## config.mk

```make
export PLATFORM = sky130hd
export DESIGN_NAME = dither_threshold_matrix_gen
export DESIGN_NICKNAME = d
export VERILOG_FILES = /design/src/hdl/dtm_pkg.sv /design/src/hdl/dither_threshold_matrix_gen.sv /design/src/hdl/dtm_ctrl.sv /design/src/hdl/dtm_datapath.sv
export SDC_FILE = /design/constraint.sdc
export NUM_CORES = 1
export LEC_CHECK = 0
export ABC_AREA = 0
export BUFFER_PORTS_ARGS = -buffer_cell sky130_fd_sc_hd__buf_2
export CORE_MARGIN = 3
export CORE_UTILIZATION = 67
export DETAILED_ROUTE_END_ITERATION = 7
export PLACE_DENSITY_LB_ADDON = 0.12
export SLEW_MARGIN = 20
export SYNTH_ARGS = -nofsm -noshare
export SYNTH_HDL_FRONTEND = slang
export SYNTH_SLANG_ARGS = --single-unit
```

## constraint.sdc

```tcl
create_clock -name clk_i -period 9.82 [get_ports clk_i]
set_input_delay 2.455 -clock clk_i [delete_from_list [all_inputs] [get_ports clk_i]]
set_output_delay 2.455 -clock clk_i [all_outputs]
set_load 0.1 [all_outputs]
```

## src/hdl/dtm_pkg.sv

```systemverilog
// ----------------------------------------------------------------------------
// Dither threshold matrix package
// Shared types, constants and helper functions for the threshold matrix
// generator: command and status structs, controller states and the layout.
// ----------------------------------------------------------------------------
`default_nettype none

package dtm_pkg;

  localparam int unsigned SlopeW   = 8;
  localparam int unsigned LevelW   = 8;
  localparam int unsigned IndexW   = 6;
  // Only accumulator bits 11..4 reach the output, so 12 bits carry it exactly.
  localparam int unsigned AccW     = LevelW + 4;
  localparam int unsigned PixelW   = 4;
  localparam int unsigned PairW    = 2;

  localparam logic [LevelW-1:0] LevelBase = 8'd146;
  localparam logic [PixelW-1:0] LastPixel = 4'd15;
  localparam logic [PairW-1:0]  LastPair  = 2'd2;

  // Controller states.
  typedef enum logic {
    ST_IDLE,
    ST_RUN
  } dtm_state_e;

  // Commands from the controller to the datapath.
  typedef struct packed {
    logic load;
    logic step;
  } dtm_cmd_t;

  // Status from the datapath to the controller.
  typedef struct packed {
    logic last;
  } dtm_status_t;

  // Ordered-dither layout: matrix offset of each of the 16 pixel positions.
  function automatic logic [IndexW-1:0] dither_offset(input logic [PixelW-1:0] pix);
    logic [IndexW-1:0] off;
    begin
      case (pix)
        4'd0:    off = 6'd0;
        4'd1:    off = 6'd30;
        4'd2:    off = 6'd24;
        4'd3:    off = 6'd6;
        4'd4:    off = 6'd15;
        4'd5:    off = 6'd45;
        4'd6:    off = 6'd39;
        4'd7:    off = 6'd21;
        4'd8:    off = 6'd12;
        4'd9:    off = 6'd42;
        4'd10:   off = 6'd36;
        4'd11:   off = 6'd18;
        4'd12:   off = 6'd3;
        4'd13:   off = 6'd33;
        4'd14:   off = 6'd27;
        default: off = 6'd9;
      endcase
      return off;
    end
  endfunction

  // Per-pixel increment of a pair: the signed difference of the upper level
  // (lower level plus slope, wrapped) and the lower level, extended to AccW.
  function automatic logic [AccW-1:0] pair_inc(input logic [LevelW-1:0] lo,
                                               input logic [SlopeW-1:0] slope);
    logic [LevelW-1:0] hi;
    logic [LevelW:0]   diff;
    begin
      hi   = lo + slope;
      diff = {1'b0, hi} - {1'b0, lo};
      return {{(AccW-LevelW-1){diff[LevelW]}}, diff};
    end
  endfunction

endpackage

`default_nettype wire

```

## src/hdl/dither_threshold_matrix_gen.sv

```systemverilog
// ----------------------------------------------------------------------------
// Dither threshold matrix generator
// From one contrast slope byte, produces the 48 threshold bytes of a 4x4
// ordered-dither matrix with three interpolated grey ranges.
//
//   Channel   Ports                                       Handshake
//   -------   -----------------------------------------   ------------------
//   command   start, busy, slope_i                        start & !busy
//   result    valid_o, matrix_index_o, threshold_o,       valid_o strobe,
//             last_of_run_o                               one cycle each
//
// A command is taken while idle; its 48 results follow, one per cycle, with
// busy high throughout, so a new command is not taken until the run is over.
// The pixel and pair counters of the datapath, stepping one result per cycle,
// mark the end of the run. Reset returns the controller to idle and clears the
// counters. Results cannot be stalled.
// ----------------------------------------------------------------------------
`default_nettype none

module dither_threshold_matrix_gen (
  input  wire                          clk_i,
  input  wire                          rst_ni,
  input  wire                          start,
  output logic                         busy,
  input  wire  [dtm_pkg::SlopeW-1:0]   slope_i,
  output logic                         valid_o,
  output logic [dtm_pkg::IndexW-1:0]   matrix_index_o,
  output logic [dtm_pkg::LevelW-1:0]   threshold_o,
  output logic                         last_of_run_o
);
  import dtm_pkg::*;

  dtm_cmd_t    cmd;
  dtm_status_t status;

  // Sequencer.
  dtm_ctrl u_ctrl (
    .clk_i    (clk_i),
    .rst_ni   (rst_ni),
    .start    (start),
    .status_i (status),
    .cmd_o    (cmd),
    .busy     (busy),
    .valid_o  (valid_o)
  );

  // Level and interpolation datapath.
  dtm_datapath u_datapath (
    .clk_i          (clk_i),
    .rst_ni         (rst_ni),
    .cmd_i          (cmd),
    .slope_i        (slope_i),
    .status_o       (status),
    .matrix_index_o (matrix_index_o),
    .threshold_o    (threshold_o),
    .last_of_run_o  (last_of_run_o)
  );

endmodule

`default_nettype wire

```

## src/hdl/dtm_ctrl.sv

```systemverilog
// ----------------------------------------------------------------------------
// Dither threshold matrix controller
// Two-state sequencer: waits for a start, then steps the datapath once per
// cycle until the datapath reports the final result of the run.
// ----------------------------------------------------------------------------
`default_nettype none

module dtm_ctrl (
  input  wire                   clk_i,
  input  wire                   rst_ni,
  input  wire                   start,
  input  dtm_pkg::dtm_status_t  status_i,
  output dtm_pkg::dtm_cmd_t     cmd_o,
  output logic                  busy,
  output logic                  valid_o
);
  import dtm_pkg::*;

  dtm_state_e state_q, state_d;

  // State register.
  always_ff @(posedge clk_i or negedge rst_ni) begin
    if (!rst_ni) begin
      state_q <= ST_IDLE;
    end else begin
      state_q <= state_d;
    end
  end

  // Next state and command decode.
  always_comb begin
    state_d    = state_q;
    cmd_o.load = 1'b0;
    cmd_o.step = 1'b0;
    busy       = 1'b0;
    valid_o    = 1'b0;
    unique case (state_q)
      ST_IDLE: begin
        if (start) begin
          cmd_o.load = 1'b1;
          state_d    = ST_RUN;
        end
      end
      ST_RUN: begin
        busy       = 1'b1;
        valid_o    = 1'b1;
        cmd_o.step = 1'b1;
        if (status_i.last) begin
          state_d = ST_IDLE;
        end
      end
      default: begin
        state_d = ST_IDLE;
      end
    endcase
  end

endmodule

`default_nettype wire

```

## src/hdl/dtm_datapath.sv

```systemverilog
// ----------------------------------------------------------------------------
// Dither threshold matrix datapath
// Holds the slope, the current lower level, the interpolation accumulator and
// increment, and the pair and pixel counters; forms each result from them.
// ----------------------------------------------------------------------------
`default_nettype none

module dtm_datapath (
  input  wire                          clk_i,
  input  wire                          rst_ni,
  input  dtm_pkg::dtm_cmd_t            cmd_i,
  input  wire  [dtm_pkg::SlopeW-1:0]   slope_i,
  output dtm_pkg::dtm_status_t         status_o,
  output logic [dtm_pkg::IndexW-1:0]   matrix_index_o,
  output logic [dtm_pkg::LevelW-1:0]   threshold_o,
  output logic                         last_of_run_o
);
  import dtm_pkg::*;

  logic [SlopeW-1:0] slope_q;
  logic [LevelW-1:0] lo_q, lo_d;
  logic [AccW-1:0]   acc_q, acc_d;
  logic [AccW-1:0]   inc_q, inc_d;
  logic [PairW-1:0]  pair_q, pair_d;
  logic [PixelW-1:0] pix_q, pix_d;
  logic [LevelW-1:0] base_lvl;
  logic [LevelW-1:0] next_lo;
  logic              last;

  // Level 0 is the base minus half the slope; the next pair starts one slope up.
  assign base_lvl = LevelBase - {1'b0, slope_i[SlopeW-1:1]};
  assign next_lo  = lo_q + slope_q;
  assign last     = (pair_q == LastPair) && (pix_q == LastPixel);

  // Load, pixel step and pair change.
  always_comb begin
    lo_d   = lo_q;
    acc_d  = acc_q;
    inc_d  = inc_q;
    pair_d = pair_q;
    pix_d  = pix_q;
    if (cmd_i.load) begin
      lo_d   = base_lvl;
      acc_d  = {base_lvl, 4'd0};
      inc_d  = pair_inc(base_lvl, slope_i);
      pair_d = '0;
      pix_d  = '0;
    end else if (cmd_i.step) begin
      if (pix_q == LastPixel) begin
        lo_d   = next_lo;
        acc_d  = {next_lo, 4'd0};
        inc_d  = pair_inc(next_lo, slope_q);
        pair_d = pair_q + 1'b1;
        pix_d  = '0;
      end else begin
        acc_d = acc_q + inc_q;
        pix_d = pix_q + 1'b1;
      end
    end
  end

  // Counters are control state and get reset.
  always_ff @(posedge clk_i or negedge rst_ni) begin
    if (!rst_ni) begin
      pair_q <= '0;
      pix_q  <= '0;
    end else begin
      pair_q <= pair_d;
      pix_q  <= pix_d;
    end
  end

  // Payload registers.
  always_ff @(posedge clk_i) begin
    if (cmd_i.load) begin
      slope_q <= slope_i;
    end
    lo_q  <= lo_d;
    acc_q <= acc_d;
    inc_q <= inc_d;
  end

  // Result fields of the current pixel.
  assign matrix_index_o = dither_offset(pix_q) + {{(IndexW-PairW){1'b0}}, pair_q};
  assign threshold_o    = acc_q[AccW-1:4];
  assign last_of_run_o  = last;
  assign status_o.last  = last;

endmodule

`default_nettype wire

```

After elaboration in Yosys (flattened, before gate mapping)
Memories as Yosys holds them, arrays and structs flattened.
Index checks and enable logic that the tools add are counted.
- bitwise logic cells: 1
- reductions and logical operators: 4
- add/subtract/negate cells: 10
- muxes and demuxes: 20
- equal/unequal tests: 2
- operator list (operator ; count):
    2-to-1 mux 12 bit ; 6
    adder 8 bit ; 3
    2-to-1 mux 8 bit ; 3
    subtractor 8 x 8 -> 9 bit ; 2
    adder 12 bit ; 1
    2-to-1 mux 4 bit ; 3
    subtractor 8 x 7 -> 8 bit (first input constant) ; 1
    adder 6 x 2 -> 6 bit ; 1
    2-to-1 mux 2 bit ; 3
    adder 4 x 1 -> 4 bit (second input constant) ; 1
    == test 4 bit (second input constant) ; 1
    2-to-1 mux 1 bit ; 4
    nonzero test 2 bit ; 2
    adder 2 x 1 -> 2 bit (second input constant) ; 1
    == test 2 bit (second input constant) ; 1
    case mux 1 bit (2 select lines) ; 1
    AND reduction 2 bit ; 1
    logical AND 1 bit ; 1
    inverter 1 bit ; 1
- bits in registers: 47
- memories: 1
- memory bits (read-only): 96
- output and inout bits: 17
- memories (memory ; words ; width ; rd ports ; clocked after Yosys merged registers in ; write ports ; RTL line ; source):
    (name not given) ; 16 ; 6 ; 1 ; 0 ; 0 ; dtm_pkg.sv:43 ; case (pix)

Depth between registers and ports, before layout
- depth in word-level cells: 6
- gate-level depth with buffers: 18

Cells and area by module
Synthesis repeated with hierarchy kept, for this count alone.
- cells, all modules: 456
- area, all modules: 4179.0 µm²
- by module, submodules not included (module ; times used ; area an instance (µm²) ; cells each ; sequential area each (µm²)):
    dtm_datapath ; 1 ; 4124.0 ; 450 ; 1221.2
    dtm_ctrl ; 1 ; 55.1 ; 6 ; 25.0

Worst setup path before layout
Ideal clock, no wire load.
- path type: flip-flop to output port
- start: register u_datapath.pix_q[0]
- end: output matrix_index_o[5] (netlist name)
- data required time: 7.365 ns
- stages on the path, launching flop included: 11
- path slack: 4.051 ns
- path buffers: 0
- arrival time: 3.314 ns
- cells stage by stage: dfrtp_1 inv_1 ha_1 o21ai_0 o21ai_0 mux2_2 ha_1 a21oi_1 nor2_1 nand3_1 xnor2_1
- longest elaborated chain between the ends: 2
- ends and longest elaborated chain (element ; RTL line ; source):
    from (decl) ; dtm_datapath.sv:25 ; logic [PixelW-1:0] pix_q, pix_d;
    from (signal assigned) ; dtm_datapath.sv:69 ; pix_q <= pix_d;
    memory read (16 x 6 bit) ; n/a ;
    adder 6 x 2 -> 6 bit ; dtm_datapath.sv:84 ; assign matrix_index_o = dither_offset(pix_q) + {{(IndexW-PairW){1'b0}}, pair_q};
    to (decl) ; dither_threshold_matrix_gen.sv:27 ; output logic [dtm_pkg::IndexW-1:0] matrix_index_o,
No other way between the ends.

Worst setup path after layout
Ends and elaborated chain as after synthesis.

==> tab_implementation.tex <==
\begin{tabular}{lr}
\hline
Metric & Value \\
\hline
\multicolumn{2}{l}{\textbf{Synthesis}} \\
Total of flip-flops plus latches after synthesis & between 40 and 50 \\
Part of the Yosys area used for sequential elements & 29.60\% \\
Yosys synthesis warning count & 0 \\
Synth async-reset ratio & 15.91\% \\
Top cell type's share of synthesized area & 23.54\% \\
Post-synth top area cell & edfxtp\_1 \\
Synthesized area & 0.004210 sq mm \\
Count of flip-flops with a built-in enable after synthesis & 33 \\
Cell count after synthesis & 455 \\
Top cell types by occurrence after synthesis & 57 x ha\_1, 34 x inv\_1, 34 x nor2\_1 \\
Top cells by area in the synthesized netlist & edfxtp\_1 24\%, ha\_1 17\%, xnor2\_1 5.8\%, dfrtp\_1 4.2\%, xor2\_1 4.2\% \\
Synth unique cells & 60 \\
Post-synth top flop & edfxtp\_1 \\
Library cell with the highest instance count after synthesis & ha\_1 \\
Avg Cell Area, Syn & 9.253 sq um \\
Total nets after synthesis & 528 \\
\multicolumn{2}{l}{\textbf{Clocking}} \\
CTS clock-pin slew for the worst setup and hold paths & 0.08 ns \\
\# clock sinks & between 40 and 50 \\
Hold-fix buffers, CTS & 0 \\
Number of setup buffers added after CTS & 0 \\
Root Buffer & clkbuf\_8 \\
TritonCTS buffer count & 5 \\
Clock buffer depth & 2 \\
TritonCTS clock tree & done \\
CTS H-tree depth & 2 \\
Resized Gates After CTS & 0 \\
Clock latency of the later-clocked register in the worst-skew pair & around 0.31 ns \\
\multicolumn{2}{l}{\textbf{Worst setup path}} \\
WS Path Type & reg2out \\
Critical path endpoint category & primary output \\
Worst Reg2Reg Path Length in Cells & 18 \\
Required time of the critical path & 7.37 ns \\
Critical path buffer and inverter count & 2 \\
Category of the worst setup path launch point & register \\
Max stage delay cell, worst path & dfrtp\_1 \\
Critical path fanouts, max & 6 \\
CP peak stage delay & 0.45 ns \\
Worst reg2reg setup slack & 5.71 ns \\
Reg2reg start & u\_datapath.slope\_q[0] \\
Crit-path leading delay family & buffers and inverters \\
Signal arrival time at the worst endpoint & 2.83 ns \\
End of the worst register-to-register path & u\_datapath.inc\_q[7] \\
Ordered cell list for the critical path & inv\_1 > ha\_1 > o21ai\_0 > o21ai\_0 > mux2\_2 > ha\_1 > a21oi\_1 > nor2\_1 > nand3\_1 > xnor2\_1 > buf\_2 \\
\multicolumn{2}{l}{\textbf{Timing}} \\
Minimum period implied by the final worst setup slack & 5.281 ns \\
Worst-margin pin slew & roughly 0.68 ns \\
Max-slew violation count & 0 \\
Max Clock Skew & 0.007233 ns \\
Final worst path period share & a little over half \\
Setup TNS after final layout & 0 ns \\
Achievable clock frequency & 0.1894 GHz \\
Max-slew headroom at the worst pin & 54.83\% \\
Final Hold Fails & 0 \\
Setup repair after global routing missed its margin & false \\
Number of endpoints failing setup at the final stage & 0 \\
\multicolumn{2}{l}{\textbf{Hold path}} \\
Instance count along the most critical hold path & 1 \\
Hold EP & u\_datapath.acc\_q[2] \\
Hold path start & u\_datapath.acc\_q[2] \\
Type of the tightest min-delay check & reg2reg \\
\multicolumn{2}{l}{\textbf{GRT}} \\
First-pass GRT wire length & 15.61 mm \\
Antenna violations before repair & 0 \\
Total routing resource utilization after global routing & 26.87\% \\
Largest net degree at the start of global routing & 27 \\
Global route overflow & 0 \\
Vias in the first global route & approximately 3.4k \\
\multicolumn{2}{l}{\textbf{Layout}} \\
Relative area change from synthesis to final layout & 5.230\% \\
Fraction of layout cells with a size suffix above 1 & a little over a tenth \\
Number of nets in the finished design & 546 \\
Antenna diode instance count & 0 \\
Count of fill cells added during filler insertion & between 400 and 500 \\
Design Area, Final & about 0.0044 sq mm \\
\multicolumn{2}{l}{\textbf{Floorplanning}} \\
Width of the die & 85.27 um \\
Row count & 28 \\
Core Footprint & 0.005991 sq mm \\
Effective utilization at floorplan & 70.28\% \\
Die Y-Extent & 85.27 um \\
I/O Pins & 28 \\
Total die area & 0.007271 sq mm \\
\multicolumn{2}{l}{\textbf{Drt}} \\
1st-iter DRT viols & between 150 and 200 \\
Initial DRT Pass Iterations & 4 \\
Routed wirelength normalized by instance count & around 17 um \\
Sum of routed wire length over all layers & about 9 mm \\
Number of routed nets with antenna violations & 0 \\
Vias & 3,384 \\
Number of DRC violations after detailed routing & 0 \\
Post-detailed-route via-to-cell ratio & 6.164 \\
\multicolumn{2}{l}{\textbf{Placed design}} \\
Placed Area & between 0.004 and 0.005 sq mm \\
Weighted congestion reported at the end of routability-driven placement & around 0.85 \\
Total of buffers placed on input and output ports & 27 \\
Detailed placement HPWL & 7.338 mm \\
\multicolumn{2}{l}{\textbf{Outcome}} \\
Outcome & finished, final reports clean \\
\multicolumn{2}{l}{\textbf{Run}} \\
Max\_cap viols & 0 \\
\hline
\end{tabular}
routing by layer:
metal / part of all wire [%] / routed length, um / up-vias / GRT usage [%]
li1: - / - / 1665 / -
met3: 5.6 / 508 / 18 / 4.757
met1: 43 / 3924 / 1599 / 33.48
met2: 49 / 4512 / 102 / 46.75
met4: 2.1 / 192 / 0 / 9.209
met5: 0 / 0 / - / 0
through the flow:
step	instances	hold WS [ns]	setup slack, ns	utilization [%]
after CTS	549	0.4860	4.503	73.96
after detailed placement	541	0.4615	4.239	72.58
after global placement	541	0.4480	4.418	72.58
final	549	0.4813	4.539	73.96
after floorplan	455	0.4291	4.051	-
after global routing	549	0.5184	4.284	73.96
placed cells by master, fill, tap and decap left out, types with 3 or more instances in the layout:
cell	n
nand3_1	14
mux2i_1	6
clkbuf_8	5
nand2b_1	6
o21ai_0	24
xor2_1	20
dfrtp_1	7
nor3_1	10
nand2_1	29
a211oi_1	4
a21o_1	6
o21bai_1	3
xnor2_1	28
or3_1	3
and3_1	3
nor2b_1	6
o21a_1	3
o21ai_1	12
buf_2	27
and2_1	4
nor2_1	34
dfxtp_1	4
o221ai_1	4
edfxtp_1	33
fa_1	5
a22o_1	4
o211ai_1	4
ha_1	57
inv_1	34
a21oi_1	33
logic make-up after synthesis:
| logic type | share of synthesized area, % |
|---|---|
| flops | 29.60 |
| fa+ha+maj | 19.32 |
| simple gates | 12.99 |
| xor+xnor | 10.76 |
| compound gates | 19.91 |
| buf+inv | 5.735 |
| mux | 1.694 |
flip-flops by register name, indices dropped and copies added, names as in the netlist:
register            count
u_datapath.pair_q       2
u_ctrl.state_q          1
u_datapath.lo_q         8
u_datapath.acc_q       12
u_datapath.pix_q        4
u_datapath.slope_q      8
u_datapath.inc_q        9
worst max-delay path by stage:
stage,from,to,slack (ns),cells after the start
floorplan,u_datapath.pix_q[0],matrix_index_o[5],4.05,10
global placement,slope_i[1],u_datapath.inc_q[6],4.42,13
detailed placement,slope_i[1],u_datapath.inc_q[10],4.24,14
CTS,u_datapath.pix_q[0],matrix_index_o[5],4.50,11
global route,slope_i[1],u_datapath.inc_q[10],4.28,14
finish,u_datapath.pix_q[0],matrix_index_o[5],4.54,11
cell type report:
class                   instances  area [sq um]  share of cell area, %
flip-flops and latches         44          1246                  28.13
multi-input cells             357          2723                  61.45
well taps                      75         93.84                  2.118
clock buffers                   5         68.82                  1.553
inverters                      36         135.1                  3.050
clock inverters                 3         13.76                 0.3106
repair buffers                 29         150.1                  3.389
Power is not shown: default switching activity piles up to over one toggle a cycle in this logic, so the estimate is an artifact.
